**src/rtl/hrlc_pkg.sv**
```systemverilog
// ----------------------------------------------------------------------------
// hrlc_pkg
// Types, constants and character codes shared by the request-line checker.
// ----------------------------------------------------------------------------
package hrlc_pkg;

  localparam int unsigned PositionBitsDef = 16;
  localparam int unsigned BytePosW        = 16;
  localparam int unsigned ClassW          = 4;
  localparam int unsigned StatusW         = 2;
  localparam int unsigned DigitW          = 4;

  // character codes
  localparam logic [7:0] ChSp    = 8'd32;
  localparam logic [7:0] ChCr    = 8'd13;
  localparam logic [7:0] ChLf    = 8'd10;
  localparam logic [7:0] ChApos  = 8'd39;
  localparam logic [7:0] ChSlash = 8'h2f;
  localparam logic [7:0] ChQuest = 8'h3f;
  localparam logic [7:0] ChPct   = 8'h25;
  localparam logic [7:0] ChDot   = 8'h2e;
  localparam logic [7:0] ChH     = 8'h48;
  localparam logic [7:0] ChT     = 8'h54;
  localparam logic [7:0] ChP     = 8'h50;
  localparam logic [7:0] ChZero  = 8'h30;

  typedef enum logic [18:0] {
    PH_METHOD_FIRST = 19'h00001,
    PH_METHOD       = 19'h00002,
    PH_PATH_FIRST   = 19'h00004,
    PH_SEGMENT      = 19'h00008,
    PH_ESC1         = 19'h00010,
    PH_ESC2         = 19'h00020,
    PH_QUERY        = 19'h00040,
    PH_V_H          = 19'h00080,
    PH_V_T1         = 19'h00100,
    PH_V_T2         = 19'h00200,
    PH_V_P          = 19'h00400,
    PH_V_SLASH      = 19'h00800,
    PH_V_MAJ        = 19'h01000,
    PH_V_DOT        = 19'h02000,
    PH_V_MIN        = 19'h04000,
    PH_CR           = 19'h08000,
    PH_LF           = 19'h10000,
    PH_ACCEPTED     = 19'h20000,
    PH_REJECTED     = 19'h40000
  } phase_e;

  typedef enum logic [ClassW-1:0] {
    CL_METHOD   = 4'd0,
    CL_SPACE    = 4'd1,
    CL_SLASH    = 4'd2,
    CL_SEGMENT  = 4'd3,
    CL_ESCAPE   = 4'd4,
    CL_QUESTION = 4'd5,
    CL_QUERY    = 4'd6,
    CL_VERSION  = 4'd7,
    CL_CR       = 4'd8,
    CL_LF       = 4'd9,
    CL_IGNORED  = 4'd10
  } class_e;

  typedef enum logic [StatusW-1:0] {
    ST_RUNNING  = 2'd0,
    ST_ACCEPTED = 2'd1,
    ST_REJECTED = 2'd2
  } status_e;

  typedef struct packed {
    logic [7:0] data_byte;
    logic       line_start;
    logic       last_byte;
  } in_word_t;

  typedef struct packed {
    logic [ClassW-1:0]   element_class;
    logic [StatusW-1:0]  line_status;
    logic [BytePosW-1:0] byte_position;
    logic [DigitW-1:0]   version_major;
    logic [DigitW-1:0]   version_minor;
  } out_word_t;

  // character class flags from the classifier to the step logic
  typedef struct packed {
    logic tchar;
    logic pchar;
    logic hex;
    logic digit;
  } char_flags_t;

endpackage

```
**src/rtl/hrlc_step.sv**
```systemverilog
// ----------------------------------------------------------------------------
// hrlc_step
// Line state and the per-byte transition: phase, escape origin, position
// counter and version digits, plus the result word for the current byte.
// ----------------------------------------------------------------------------
module hrlc_step #(
  parameter int unsigned POSITION_BITS = hrlc_pkg::PositionBitsDef
) (
  input  logic                  clk_i,
  input  logic                  rst_ni,
  input  logic                  step_i,
  input  hrlc_pkg::in_word_t    in_word_i,
  input  hrlc_pkg::char_flags_t flags_i,
  output hrlc_pkg::out_word_t   out_word_o
);
  import hrlc_pkg::*;

  localparam int unsigned PosExtW = (POSITION_BITS > BytePosW) ? POSITION_BITS : BytePosW;

  phase_e                   phase_q, phase_d, phase_eff, next_ph;
  logic                     esc_q, esc_d, esc_eff;
  logic [POSITION_BITS-1:0] pos_q, pos_d, pos_eff;
  logic [DigitW-1:0]        maj_q, maj_d, maj_eff;
  logic [DigitW-1:0]        min_q, min_d, min_eff;
  logic [PosExtW-1:0]       pos_ext;
  logic                     pos_big;
  logic                     ok;
  class_e                   cls;
  status_e                  status;
  logic [7:0]               c;

  always_comb begin
    c = in_word_i.data_byte;
    // a new line drops whatever the previous one left
    if (in_word_i.line_start) begin
      phase_eff = PH_METHOD_FIRST;
      esc_eff   = 1'b0;
      pos_eff   = '0;
      maj_eff   = '0;
      min_eff   = '0;
    end else begin
      phase_eff = phase_q;
      esc_eff   = esc_q;
      pos_eff   = pos_q;
      maj_eff   = maj_q;
      min_eff   = min_q;
    end

    pos_d   = (pos_eff != {POSITION_BITS{1'b1}}) ? pos_eff + 1'b1 : pos_eff;
    pos_ext = PosExtW'(pos_eff);
    pos_big = |(pos_ext >> BytePosW);

    cls     = CL_IGNORED;
    status  = ST_RUNNING;
    ok      = 1'b1;
    next_ph = phase_eff;
    esc_d   = esc_eff;
    maj_d   = maj_eff;
    min_d   = min_eff;
    phase_d = phase_eff;

    if (phase_eff == PH_ACCEPTED || phase_eff == PH_REJECTED) begin
      status = (phase_eff == PH_ACCEPTED) ? ST_ACCEPTED : ST_REJECTED;
    end else begin
      case (phase_eff)
        PH_METHOD_FIRST: begin
          ok = flags_i.tchar; cls = CL_METHOD; next_ph = PH_METHOD;
        end
        PH_METHOD: begin
          if (flags_i.tchar) begin
            cls = CL_METHOD;
          end else if (c == ChSp) begin
            cls = CL_SPACE; next_ph = PH_PATH_FIRST;
          end else begin
            ok = 1'b0;
          end
        end
        PH_PATH_FIRST: begin
          ok = (c == ChSlash); cls = CL_SLASH; next_ph = PH_SEGMENT;
        end
        PH_SEGMENT, PH_QUERY: begin
          if (flags_i.pchar) begin
            cls = (phase_eff == PH_QUERY) ? CL_QUERY : CL_SEGMENT;
          end else if (c == ChPct) begin
            cls = CL_ESCAPE; next_ph = PH_ESC1;
            esc_d = (phase_eff == PH_QUERY);
          end else if (c == ChSlash) begin
            cls = (phase_eff == PH_QUERY) ? CL_QUERY : CL_SLASH;
          end else if (c == ChQuest) begin
            if (phase_eff == PH_QUERY) begin
              cls = CL_QUERY;
            end else begin
              cls = CL_QUESTION; next_ph = PH_QUERY;
            end
          end else if (c == ChSp) begin
            cls = CL_SPACE; next_ph = PH_V_H;
          end else begin
            ok = 1'b0;
          end
        end
        PH_ESC1: begin
          ok = flags_i.hex; cls = CL_ESCAPE; next_ph = PH_ESC2;
        end
        PH_ESC2: begin
          ok = flags_i.hex; cls = CL_ESCAPE;
          next_ph = esc_eff ? PH_QUERY : PH_SEGMENT;
        end
        PH_V_H: begin
          ok = (c == ChH); cls = CL_VERSION; next_ph = PH_V_T1;
        end
        PH_V_T1: begin
          ok = (c == ChT); cls = CL_VERSION; next_ph = PH_V_T2;
        end
        PH_V_T2: begin
          ok = (c == ChT); cls = CL_VERSION; next_ph = PH_V_P;
        end
        PH_V_P: begin
          ok = (c == ChP); cls = CL_VERSION; next_ph = PH_V_SLASH;
        end
        PH_V_SLASH: begin
          ok = (c == ChSlash); cls = CL_VERSION; next_ph = PH_V_MAJ;
        end
        PH_V_MAJ: begin
          ok = flags_i.digit; cls = CL_VERSION; next_ph = PH_V_DOT;
          if (flags_i.digit) maj_d = DigitW'(c - ChZero);
        end
        PH_V_DOT: begin
          ok = (c == ChDot); cls = CL_VERSION; next_ph = PH_V_MIN;
        end
        PH_V_MIN: begin
          ok = flags_i.digit; cls = CL_VERSION; next_ph = PH_CR;
          if (flags_i.digit) min_d = DigitW'(c - ChZero);
        end
        PH_CR: begin
          ok = (c == ChCr); cls = CL_CR; next_ph = PH_LF;
        end
        PH_LF: begin
          ok = (c == ChLf); cls = CL_LF; next_ph = PH_ACCEPTED;
        end
        default: begin
          ok = 1'b0;
        end
      endcase

      if (!ok) begin
        cls = CL_IGNORED; status = ST_REJECTED; phase_d = PH_REJECTED;
      end else if (next_ph == PH_ACCEPTED) begin
        status = ST_ACCEPTED; phase_d = PH_ACCEPTED;
      end else if (in_word_i.last_byte) begin
        // buffer ran out before the line was complete
        status = ST_REJECTED; phase_d = PH_REJECTED;
      end else begin
        phase_d = next_ph;
      end
    end

    out_word_o.element_class = cls;
    out_word_o.line_status   = status;
    out_word_o.byte_position = pos_big ? {BytePosW{1'b1}} : pos_ext[BytePosW-1:0];
    out_word_o.version_major = (status == ST_ACCEPTED) ? maj_d : '0;
    out_word_o.version_minor = (status == ST_ACCEPTED) ? min_d : '0;
  end

  always_ff @(posedge clk_i or negedge rst_ni) begin
    if (!rst_ni) begin
      phase_q <= PH_METHOD_FIRST;
      esc_q   <= 1'b0;
      pos_q   <= '0;
      maj_q   <= '0;
      min_q   <= '0;
    end else if (step_i) begin
      phase_q <= phase_d;
      esc_q   <= esc_d;
      pos_q   <= pos_d;
      maj_q   <= maj_d;
      min_q   <= min_d;
    end
  end

endmodule

```
**config.mk**
```make
export PLATFORM = sky130hd
export DESIGN_NAME = hrlc_step
export DESIGN_NICKNAME = d
export VERILOG_FILES = /design/src/rtl/hrlc_pkg.sv /design/src/rtl/hrlc_step.sv
export SDC_FILE = /design/constraint.sdc
export NUM_CORES = 1
export LEC_CHECK = 0
export BUFFER_PORTS_ARGS = -buffer_cell sky130_fd_sc_hd__buf_2
export CAP_MARGIN = 20
export CORE_MARGIN = 3
export CORE_UTILIZATION = 63
export DETAILED_ROUTE_END_ITERATION = 10
export MAX_ROUTING_LAYER = met4
export PLACE_DENSITY = 0.86
export SLEW_MARGIN = 0
export SYNTH_ARGS = -nofsm -noshare
export SYNTH_HDL_FRONTEND = slang
export SYNTH_SLANG_ARGS = --single-unit
```
**constraint.sdc**
```tcl
create_clock -name clk_i -period 7.4 [get_ports clk_i]
set_input_delay 0.74 -clock clk_i [delete_from_list [all_inputs] [get_ports clk_i]]
set_output_delay 0.74 -clock clk_i [all_outputs]
set_load 0.005 [all_outputs]
```
==> results of run 1 <==
-- worst max path at each step --
stage	startpoint	to	slack [ns]	cells after the start
after floorplan	in_word_i[1]	out_word_o[27]	3.44	8
after global placement	in_word_i[1]	out_word_o[25]	2.53	10
after detailed placement	in_word_i[1]	out_word_o[25]	2.39	10
after CTS	in_word_i[1]	out_word_o[25]	2.38	10
after global routing	in_word_i[1]	out_word_o[25]	2.09	10
final	in_word_i[1]	out_word_o[25]	2.32	10
-- state kept, by name (all words and copies together) (netlist names) --
name and cells:
esc_q 1, maj_q 4, min_q 4, phase_q 19, pos_q 16
-- synth_stat cells, types with 6 or more instances --
cell      number
nand2b_1       6
nand2_1       59
dfrtp_1       43
clkbuf_1      19
o21ai_0       12
xnor2_1       10
nand3_1       19
xor2_1        11
and3_1         7
nor2b_1       24
inv_1          6
nor3_1        18
nor2_1        39
nand4_1       12
a31oi_1        6
a32o_1        10
a21oi_1       23
nor4_1        20
-- where the power goes --
part	switching (mW)	internal (mW)	leakage, nW
clock network	0.0863	0.0661	0.0412
logic	0.0593	0.0290	0.919
registers	0.00857	0.248	0.604
-- layout make-up --
| cell class | instances | area share (%) |
|---|---|---|
| flip-flops and latches | 44 | 29.0 |
| inverters | 7 | 0.691 |
| multi-input cells | 364 | 59.4 |
| clock buffers | 6 | 1.91 |
| clock inverters | 2 | 0.329 |
| repair buffers | 48 | 6.45 |
| well taps | 70 | 2.30 |
-- cell usage in the layout (no fill, tap or decap), drive strengths merged, types with 3 or more instances in the layout --
master | netlist | layout
a31o | 4 | 4
o22ai | 5 | 5
a21oi | 23 | 23
buf | 9 | 48
o2111ai | 3 | 3
or4b | 3 | 3
xor2 | 11 | 11
inv | 6 | 6
nand2b | 6 | 6
or3 | 6 | 6
a32o | 10 | 10
o31ai | 7 | 7
nor4b | 5 | 5
or4 | 3 | 3
and3 | 7 | 7
nand3 | 19 | 19
xnor2 | 10 | 10
nor3b | 5 | 5
clkbuf | 20 | 6
nand2 | 60 | 60
o2bb2ai | 5 | 5
nor2 | 39 | 39
a31oi | 6 | 6
nor3 | 18 | 18
dfrtp | 43 | 43
o21ai | 12 | 12
nor2b | 24 | 24
nor4 | 22 | 22
nand4 | 12 | 12
-- cells by family after synthesis --
family                   after synthesis
flip-flops                            44
buffers and inverters                 36
AND/OR/NAND/NOR                      242
adder cells (fa/ha/maj)                1
multiplexers                           1
XOR/XNOR                              21
AO/OA/AOI/OAI                         99
-- worst max-delay path: stages --
cell,delay (ns)
buf_2,0.38
nor3_1,0.57
nand2_1,0.31
or4b_2,0.73
a311o_1,0.39
a22oi_2,0.14
a211oi_2,0.21
or2_1,0.48
and2_1,0.25
buf_2,0.12
-- per-layer routing --
| layer | vias up | track usage (%) | share of wire, % |
|---|---|---|---|
| met5 | - | - | 0 |
| met4 | 0 | 10.1 | 1.7 |
| met3 | 23 | 8.31 | 11 |
| met2 | 230 | 51.6 | 44 |
| met1 | 1759 | 48.8 | 44 |
| li1 | 1713 | - | - |
==> flow_metrics.env, run 1 <==
export IMPL_power_total_mw=0.497
export IMPL_die_h_um=80.8
export IMPL_tns_ns=0
export IMPL_min_period_over_period_pct=68.6
export IMPL_cts_root_buf="clkbuf_8"
export IMPL_grt_pass1_vias=3394
export IMPL_cts_made_buffers=5
export IMPL_critical_path_required_ns=6.66
export IMPL_critPathCaptureType="output pin"
export IMPL_n_antenna_cell=0
export IMPL_std_cell_rows=26
export IMPL_status="finished, final reports clean"
export IMPL_crit_type="primary input to output pin"
export IMPL_ant_nets=0
export IMPL_via_count=3725
export IMPL_nNetsFinal=488
export IMPL_synth_fp_nets=462
export IMPL_finalHoldViolCount=0
export IMPL_drtPass1Iterations=5
export IMPL_cts_setup_buffers=0
export IMPL_hold_path_endpoint="maj_q[2]$_DFFE_PN0P_"
export IMPL_ys_seq_elements=44
export IMPL_relSlewSlack_pct=34.8
export IMPL_post_synth_top_area_cell="dfrtp_1"
export IMPL_rr_startpoint="phase_q[5]$_DFFE_PN0P_"
export IMPL_syn_to_final_growth_pct=7.95
export IMPL_yosys_area_share_adder_pct=0.355
export IMPL_die_x_um=80.8
export IMPL_synth_simple_area_share_pct=37.4
export IMPL_synth_compound_area_share_pct=20.8
export IMPL_holdCritPathClass="flip-flop to flip-flop"
export IMPL_maxCapViolations=0
export IMPL_start_kind="primary input"
export IMPL_drc=0
export IMPL_max_clock_path_buffers=2
export IMPL_io_pins=47
export IMPL_ys_warn_count=0
export IMPL_cp_arrival_ns=4.34
export IMPL_grt_pass1_wl_um=17300
export IMPL_crit_path_max_fanout=51
export IMPL_wl_per_cell_um=19.8
export IMPL_grt_max_degree=52
export IMPL_die_area_sq_um=6530
export IMPL_ctsHoldBuffers=0
export IMPL_reg2reg_depth=8
export IMPL_nFillCells=447
export IMPL_fmax_ghz=0.197
export IMPL_multi_input_area_sq_um=2260
export IMPL_coreArea_sq_um=5270
export IMPL_min_path_cells=1
export IMPL_start_util_pct=66.9
export IMPL_place_ws_ns=2.39
export IMPL_ys_flop_type="dfrtp_1"
export IMPL_ys_top_cells_by_area="dfrtp_1, nand2_1, nor2b_1, nor2_1, nor4_1"
export IMPL_seq_area_frac_synth_pct=31.3
export IMPL_synth_top_cell_area_share_pct=30.5
export IMPL_dp_cells=533
export IMPL_antenna_found_initial=0
export IMPL_placed_area_sq_um=3720
export IMPL_min_from="maj_q[2]$_DFFE_PN0P_"
export IMPL_finalNonFillerCells=541
export IMPL_gp_congestion=0.987
export IMPL_worst_pin_slew_ns=0.978
export IMPL_period_needed_ns=5.08
export IMPL_setup_viol=0
export IMPL_gr_total_overflow=0
export IMPL_final_max_slew_violation_count=0
export IMPL_yosysUniqueCellTypes=72
export IMPL_regArea_sq_um=1100
export IMPL_setup_ws_ns=2.32
export IMPL_track_usage_pct=35.2
export IMPL_ctsResizeCount=0
export IMPL_post_route_cells_drive_above_1_share_pct=16.8
export IMPL_syn_area_sq_um=3520
export IMPL_fin_worst_skew_ns=0.0120
export IMPL_cts_tree="built"
export IMPL_synth_xor_area_share_pct=5.22
export IMPL_whs_ns=0.493
export IMPL_leakage_nw=1.56
export IMPL_wirelength_um=10700
export IMPL_synth_top_family_by_area="simple AND/OR/NAND/NOR gates"
export IMPL_pwr_density_cell_nw_per_um2=131
export IMPL_portBuffers=46
export IMPL_clkTransAtPathRegs_ns=0.09
export IMPL_rsz0062_at_grt="false"
export IMPL_final_area_sq_um=3800
export IMPL_via_per_inst=6.89
export IMPL_synth_avg_cell_area_sq_um=7.94
export IMPL_worstSkewPairLatency_ns=0.30
export IMPL_drtIter0Drc=422
export IMPL_reg2reg_setup_slack_ns=3.53
export IMPL_clock_sinks=44
export IMPL_vdd_drop_max_mv=0.0925
export IMPL_netlist_instances=444
export IMPL_r2r_end="phase_q[6]$_DFFE_PN0P_"
export IMPL_synth_area_mux_share_pct=0.319
export IMPL_htreeDepth=2
export IMPL_synth_edff_count=0
export IMPL_async_flop_share_pct=100
export IMPL_hpwlAfterDp_um=7810
export IMPL_final_core_util_pct=72.2
No activity file was read; power rests on OpenSTA's default activity.
==> inputs of run 2 (changes only) <==
Settings changed: CORE_UTILIZATION 63 to 53, PLACE_DENSITY 0.86 to 0.77.
Clock period 7.4 ns to 4.6 ns, I/O delays scaled along.
==> run 2 against run 1 <==
Non-clock buffer count increased by 16. Utilization decreased by 10 points. Clock skew decreased by 0.0074 ns. Sequential power increased by 61%. Critical path type is now flip-flop to output pin.
==> flow_metrics.env, run 2 (synthesis results as in run 1) <==
export IMPL_met2_length_um=5130
export IMPL_die_x_um=87.6
export IMPL_wirelength_um=11300
export IMPL_maxCapViolations=0
export IMPL_drc=0
export IMPL_cts_tree="built"
export IMPL_coreArea_sq_um=6390
export IMPL_tns_ns=0
export IMPL_reg_largest_list="phase_q x19, pos_q x16"
export IMPL_grt_pass1_vias=3389
export IMPL_fin_worst_skew_ns=0.00457
export IMPL_syn_to_final_growth_pct=12.1
export IMPL_start_util_pct=55.2
export IMPL_grt_pass1_wl_um=17900
export IMPL_gr_total_overflow=0
export IMPL_grt_max_degree=45
export IMPL_std_cell_rows=29
export IMPL_drtPass1Iterations=5
export IMPL_holdCritPathClass="primary input to asynchronous set/reset pin"
export IMPL_n_antenna_cell=0
export IMPL_cts_made_buffers=5
export IMPL_setup_viol=0
export IMPL_max_clock_path_buffers=2
export IMPL_ctsHoldBuffers=0
export IMPL_hpwlAfterDp_um=8360
export IMPL_gp_congestion=1.05
export IMPL_vdd_drop_max_mv=0.198
export IMPL_ant_nets=0
export IMPL_power_total_mw=0.819
export IMPL_cts_setup_buffers=0
export IMPL_die_h_um=87.6
export IMPL_clock_sinks=44
export IMPL_largest_reg_flops=19
export IMPL_antenna_found_initial=0
export IMPL_io_pins=47
export IMPL_finalHoldViolCount=0
export IMPL_met3_wirelength_um=841
export IMPL_status="finished, final reports clean"
export IMPL_min_period_over_period_pct=95.4
export IMPL_layout_cells_most_common_list="nand2_1, buf_2, dfrtp_1"
export IMPL_start_kind="flip-flop"
export IMPL_track_usage_pct=30.9
export IMPL_final_max_slew_violation_count=0
export IMPL_wl_met1_um=4890
export IMPL_cp_arrival_ns=3.93
export IMPL_top_register="phase_q"
export IMPL_crit_type="flip-flop to output pin"
export IMPL_nFillCells=570
export IMPL_drtIter0Drc=496
export IMPL_relSlewSlack_pct=34.1
export IMPL_critical_path_required_ns=4.14
export IMPL_top_layer="met4"
export IMPL_ctsResizeCount=0
export IMPL_rsz0062_at_grt="false"
export IMPL_die_area_sq_um=7670
export IMPL_critPathCaptureType="output pin"
export IMPL_layout_commonest_cell="nand2_1"
export IMPL_worstSkewPairLatency_ns=0.30
export IMPL_htreeDepth=2
export IMPL_wl_per_cell_um=20.1
export IMPL_crit_path_max_fanout=10
export IMPL_via_per_inst=6.67
export IMPL_leakage_nw=1.65
export IMPL_period_needed_ns=4.39
export IMPL_clkTransAtPathRegs_ns=0.09
export IMPL_nNetsFinal=504
export IMPL_portBuffers=46
export IMPL_via_count=3763
export IMPL_post_route_cells_drive_above_1_share_pct=19.3
export IMPL_cts_root_buf="clkbuf_8"
export IMPL_fmax_ghz=0.228
export IMPL_worst_pin_slew_ns=0.975
export IMPL_pwr_density_cell_nw_per_um2=207
run 2: power breakdown:
group	switching [mW]	internal (mW)
logic	0.0976	0.0540
clock network	0.147	0.108
registers	0.0129	0.399
total	0.258	0.561
run 2: final timing paths:
check                                       start                     end  slack (ns)  cells past startpoint
min                                        rst_ni  phase_q[7]$_DFFE_PN0P_        0.50                      2
max reg2reg                phase_q[5]$_DFFE_PN0P_  phase_q[4]$_DFFE_PN0P_        0.82                      9
max                        phase_q[5]$_DFFE_PN0P_          out_word_o[27]        0.21                      9
min in group clk_i           min_q[1]$_DFFE_PN0P_    min_q[1]$_DFFE_PN0P_        0.50                      1
max in group asynchronous                  rst_ni  phase_q[0]$_DFFE_PN1P_        3.60                      3
min reg2reg                  min_q[1]$_DFFE_PN0P_    min_q[1]$_DFFE_PN0P_        0.50                      1
run 2: final cells by class:
type / instances / area [sq um] / share of cell area, %
well taps: 77 / 96.3 / 2.44
multi-input cells: 364 / 2260 / 57.1
clock inverters: 2 / 16.3 / 0.412
inverters: 7 / 26.3 / 0.665
clock buffers: 6 / 72.6 / 1.84
flip-flops and latches: 44 / 1100 / 27.9
repair buffers: 64 / 380 / 9.62
run 2: metrics by stage:
| stage | util [%] | hold slack [ns] | worst slack (ns) | area, sq um | instances |
|---|---|---|---|---|---|
| 3_3_place_gp | 60.0 | 0.470 | 0.773 | 3830 | 554 |
| 6_report | 61.9 | 0.497 | 0.213 | 3950 | 564 |
| 5_1_grt | 61.9 | 0.514 | 0.182 | 3950 | 564 |
| 4_1_cts | 61.4 | 0.375 | 0.315 | 3920 | 562 |
| 3_5_place_dp | 60.0 | 0.475 | 0.659 | 3830 | 554 |
| 2_1_floorplan | - | 0.164 | 1.08 | 3520 | 444 |
run 2: critical path, stage by stage, from the launching register on:
cell and delay (ns):
dfrtp_1 0.49, or4_4 0.60, or3_4 0.38, nor4_1 0.67, o21ai_0 0.23, a22oi_2 0.25, a211oi_2 0.12, buf_4 0.20
or4_4 0.54, buf_2 0.15
run 2: metal layers:
layer	vias to the layer above	global-route usage, %
met5	-	-
met4	0	11.0
met3	54	4.52
met2	220	46.8
met1	1752	42.2
li1	1737	-
==> inputs of run 3 (changes only) <==
Settings changed: ABC_AREA set to 1, CORE_UTILIZATION 53 to 54.
==> run 3 against run 2 <==
Wire length up 2.1%. Sequential share of layout area down 3.4 points. Global-route usage down 3.1 points. Largest power group unchanged.
==> flow_metrics.env, run 3 <==
export IMPL_switching_share_pct=33.4
export IMPL_drtPass1Iterations=5
export IMPL_fmax_ghz=0.249
export IMPL_netlist_instances=673
export IMPL_p_seq_share_pct=43.4
export IMPL_wirelength_um=11600
export IMPL_period_needed_ns=4.02
export IMPL_cp_arrival_ns=3.56
export IMPL_gr_total_overflow=0
export IMPL_crit_path_cell_trace="buf_2, inv_4, nand2_2, nand2_1, nor2_4, nand2_2, nor2_2, o21ai_1, nand2_1, nor2_2, nand3_4, inv_1, nand2_1, nand2_1, nand2_1, inv_1, nand2_1, nor2_1, nand3_2, a21oi_2, buf_2"
export IMPL_grt_pass1_wl_um=19100
export IMPL_status="finished, final reports clean"
export IMPL_die_x_um=93.9
export IMPL_grt_pass1_vias=3995
export IMPL_hpwlAfterDp_um=8950
export IMPL_grt_max_degree=45
export IMPL_syn_area_sq_um=4170
export IMPL_p_switching_mw=0.310
export IMPL_power_frac_clock_pct=34.1
export IMPL_maxCapViolations=0
export IMPL_ant_nets=0
export IMPL_coreArea_sq_um=7370
export IMPL_ys_seq_elements=44
export IMPL_post_synth_top_area_cell="dfrtp_1"
export IMPL_cpLargestDelayFamily="simple AND/OR/NAND/NOR gates"
export IMPL_finalHoldViolCount=0
export IMPL_cts_root_buf="clkbuf_8"
export IMPL_max_clock_path_buffers=2
export IMPL_clkTransAtPathRegs_ns=0.10
export IMPL_setup_ws_ns=0.577
export IMPL_largest_reg_flops=19
export IMPL_cp_common_cell="nand2_1"
export IMPL_die_h_um=93.9
export IMPL_leakage_nw=2.39
export IMPL_synth_top_cell_area_share_pct=25.8
export IMPL_worst_pin_slew_ns=0.988
export IMPL_crit_path_max_incr_delay_ns=0.36
export IMPL_worstSkewPairLatency_ns=0.31
export IMPL_start_util_pct=56.6
export IMPL_relSlewSlack_pct=34.1
export IMPL_critPathSlowestCell="inv_4"
export IMPL_syn_to_final_growth_pct=7.88
export IMPL_tns_ns=0
export IMPL_ys_flop_type="dfrtp_1"
export IMPL_synth_edff_count=0
export IMPL_critPathCaptureType="output pin"
export IMPL_via_count=4376
export IMPL_synth_most_common_cell="nand2_1"
export IMPL_start_kind="primary input"
export IMPL_synthTopCellsByCount="nand2_1, nor2_1, nand3_1"
export IMPL_place_ws_ns=0.407
export IMPL_nNetsFinal=724
export IMPL_reg_largest_list="phase_q x19, pos_q x16"
export IMPL_vdd_drop_max_mv=0.187
export IMPL_top_register="phase_q"
export IMPL_cts_made_buffers=5
export IMPL_fin_worst_skew_ns=0.0141
export IMPL_final_max_slew_violation_count=0
export IMPL_cts_setup_buffers=0
export IMPL_comb_power_share_pct=22.6
export IMPL_cts_tree="built"
export IMPL_synth_fp_nets=691
export IMPL_drtIter0Drc=364
export IMPL_holdCritPathClass="primary input to asynchronous set/reset pin"
export IMPL_ys_warn_count=0
export IMPL_min_period_over_period_pct=87.5
export IMPL_post_route_cells_drive_above_1_share_pct=17.7
export IMPL_std_cell_rows=31
export IMPL_n_antenna_cell=0
export IMPL_critical_path_required_ns=4.14
export IMPL_drc=0
export IMPL_intPower_mw=0.619
export IMPL_rsz0062_at_grt="false"
export IMPL_crit_type="primary input to output pin"
export IMPL_ys_top_cells_by_area="dfrtp_1, nand2_1, nor2_1, nand3_1, inv_1"
export IMPL_die_area_sq_um=8820
export IMPL_ctsHoldBuffers=0
export IMPL_portBuffers=46
export IMPL_gp_congestion=1.08
export IMPL_htreeDepth=2
export IMPL_synth_avg_cell_area_sq_um=6.20
export IMPL_io_pins=47
export IMPL_seq_area_frac_synth_pct=26.4
export IMPL_track_usage_pct=27.8
export IMPL_wl_per_cell_um=14.3
export IMPL_layout_cells_most_common_list="nand2_1, nor2_1, nand3_1"
export IMPL_antenna_found_initial=0
export IMPL_yosysUniqueCellTypes=43
export IMPL_via_per_inst=5.43
export IMPL_layout_commonest_cell="nand2_1"
export IMPL_path_buf_inv=5
export IMPL_pwr_density_cell_nw_per_um2=206
export IMPL_async_flop_share_pct=100
export IMPL_crit_path_max_fanout=38
export IMPL_clock_sinks=44
export IMPL_setup_viol=0
-- run 3: cell count changes after synthesis, moves of 16 or more --
cell	delta
nand2_1	+125
nor2_1	+78
inv_1	+62
nand3_1	+54
nor2b_1	-23
nor4_1	-20
a21oi_1	-16
-- run 3: power by group through the flow --
stage               Sequential (mW)  Clock (mW)  Combinational [mW]
floorplan                     0.409           0               0.160
global placement              0.410           0               0.206
detailed placement            0.410           0               0.206
CTS                           0.403       0.323               0.208
global route                  0.404       0.338               0.235
finish                        0.403       0.317               0.210
-- run 3: final cells by class --
class | count | area [sq um]
clock inverters | 3 | 46.3
inverters | 78 | 295
repair buffers | 49 | 253
fillers | 736 | 2870
well taps | 99 | 124
flip-flops and latches | 44 | 1100
multi-input cells | 528 | 2610
clock buffers | 5 | 68.8
-- run 3: per-stage QoR --
step	cells	total power [mW]	util, %	instance area [sq um]	hold WS, ns
detailed placement	798	0.617	59.5	4380	0.474
floorplan	673	0.569	-	4170	0.164
CTS	806	0.934	61.0	4500	0.340
finish	806	0.930	61.1	4500	0.300
global route	806	0.977	61.1	4500	0.372
global placement	798	0.616	59.5	4380	0.467
-- run 3: per-layer routing --
| layer | vias up | part of all wire [%] | track usage (%) |
|---|---|---|---|
| met3 | 25 | 5.5 | 3.85 |
| met2 | 148 | 46 | 42.0 |
| li1 | 2217 | - | - |
| met1 | 1986 | 46 | 38.5 |
| met4 | 0 | 2.2 | 9.27 |
| met5 | - | 0 | - |
-- run 3: path summary, 6_finish.rpt --
check                                            start                       to  slack, ns  cells past startpoint
worst min register to register    min_q[1]$_DFFE_PN0P_     min_q[1]$_DFFE_PN0P_       0.50                      2
worst min-delay path                            rst_ni        esc_q$_DFFE_PN0P_       0.30                      1
worst max register to register  phase_q[8]$_DFFE_PN0P_  phase_q[18]$_DFFE_PN0P_       1.44                     16
min in group clk_i                min_q[1]$_DFFE_PN0P_     min_q[1]$_DFFE_PN0P_       0.50                      2
max in group asynchronous                       rst_ni  phase_q[15]$_DFFE_PN0P_       3.67                      1
worst max-delay path                      in_word_i[1]            out_word_o[0]       0.58                     21
-- run 3: kinds of logic (layout without fill, tap and decap cells) --
family	Yosys count	count (layout)	synth area share, %
flip-flops	44	44	26.4
XOR/XNOR	16	16	3.36
buffers and inverters	101	135	11.1
AND/OR/NAND/NOR	441	441	48.0
AO/OA/AOI/OAI	70	70	10.9
adder cells (fa/ha/maj)	1	1	0.300
-- run 3: repair_timing --
| action | in CTS | in global routing |
|---|---|---|
| endpoints found under the setup margin | 0 | 6 |
| gates resized for setup | 0 | 1 |
| endpoints found under the hold margin | 0 | 0 |
-- run 3: worst register-to-register path, cell delays in order, from the launching register on --
cell     delay, ns
dfrtp_1       0.44
o21ai_2       0.24
nand2_4       0.11
nor2_2        0.38
nand3_1       0.25
nand2_1       0.15
nor2_1        0.09
nand3_4       0.23
nand2_1       0.13
nand2_1       0.13
nand2_1       0.06
nor2_1        0.16
nand2_1       0.08
nor2_1        0.11
nand3_2       0.29
nand2_1       0.15
nand2_1       0.06
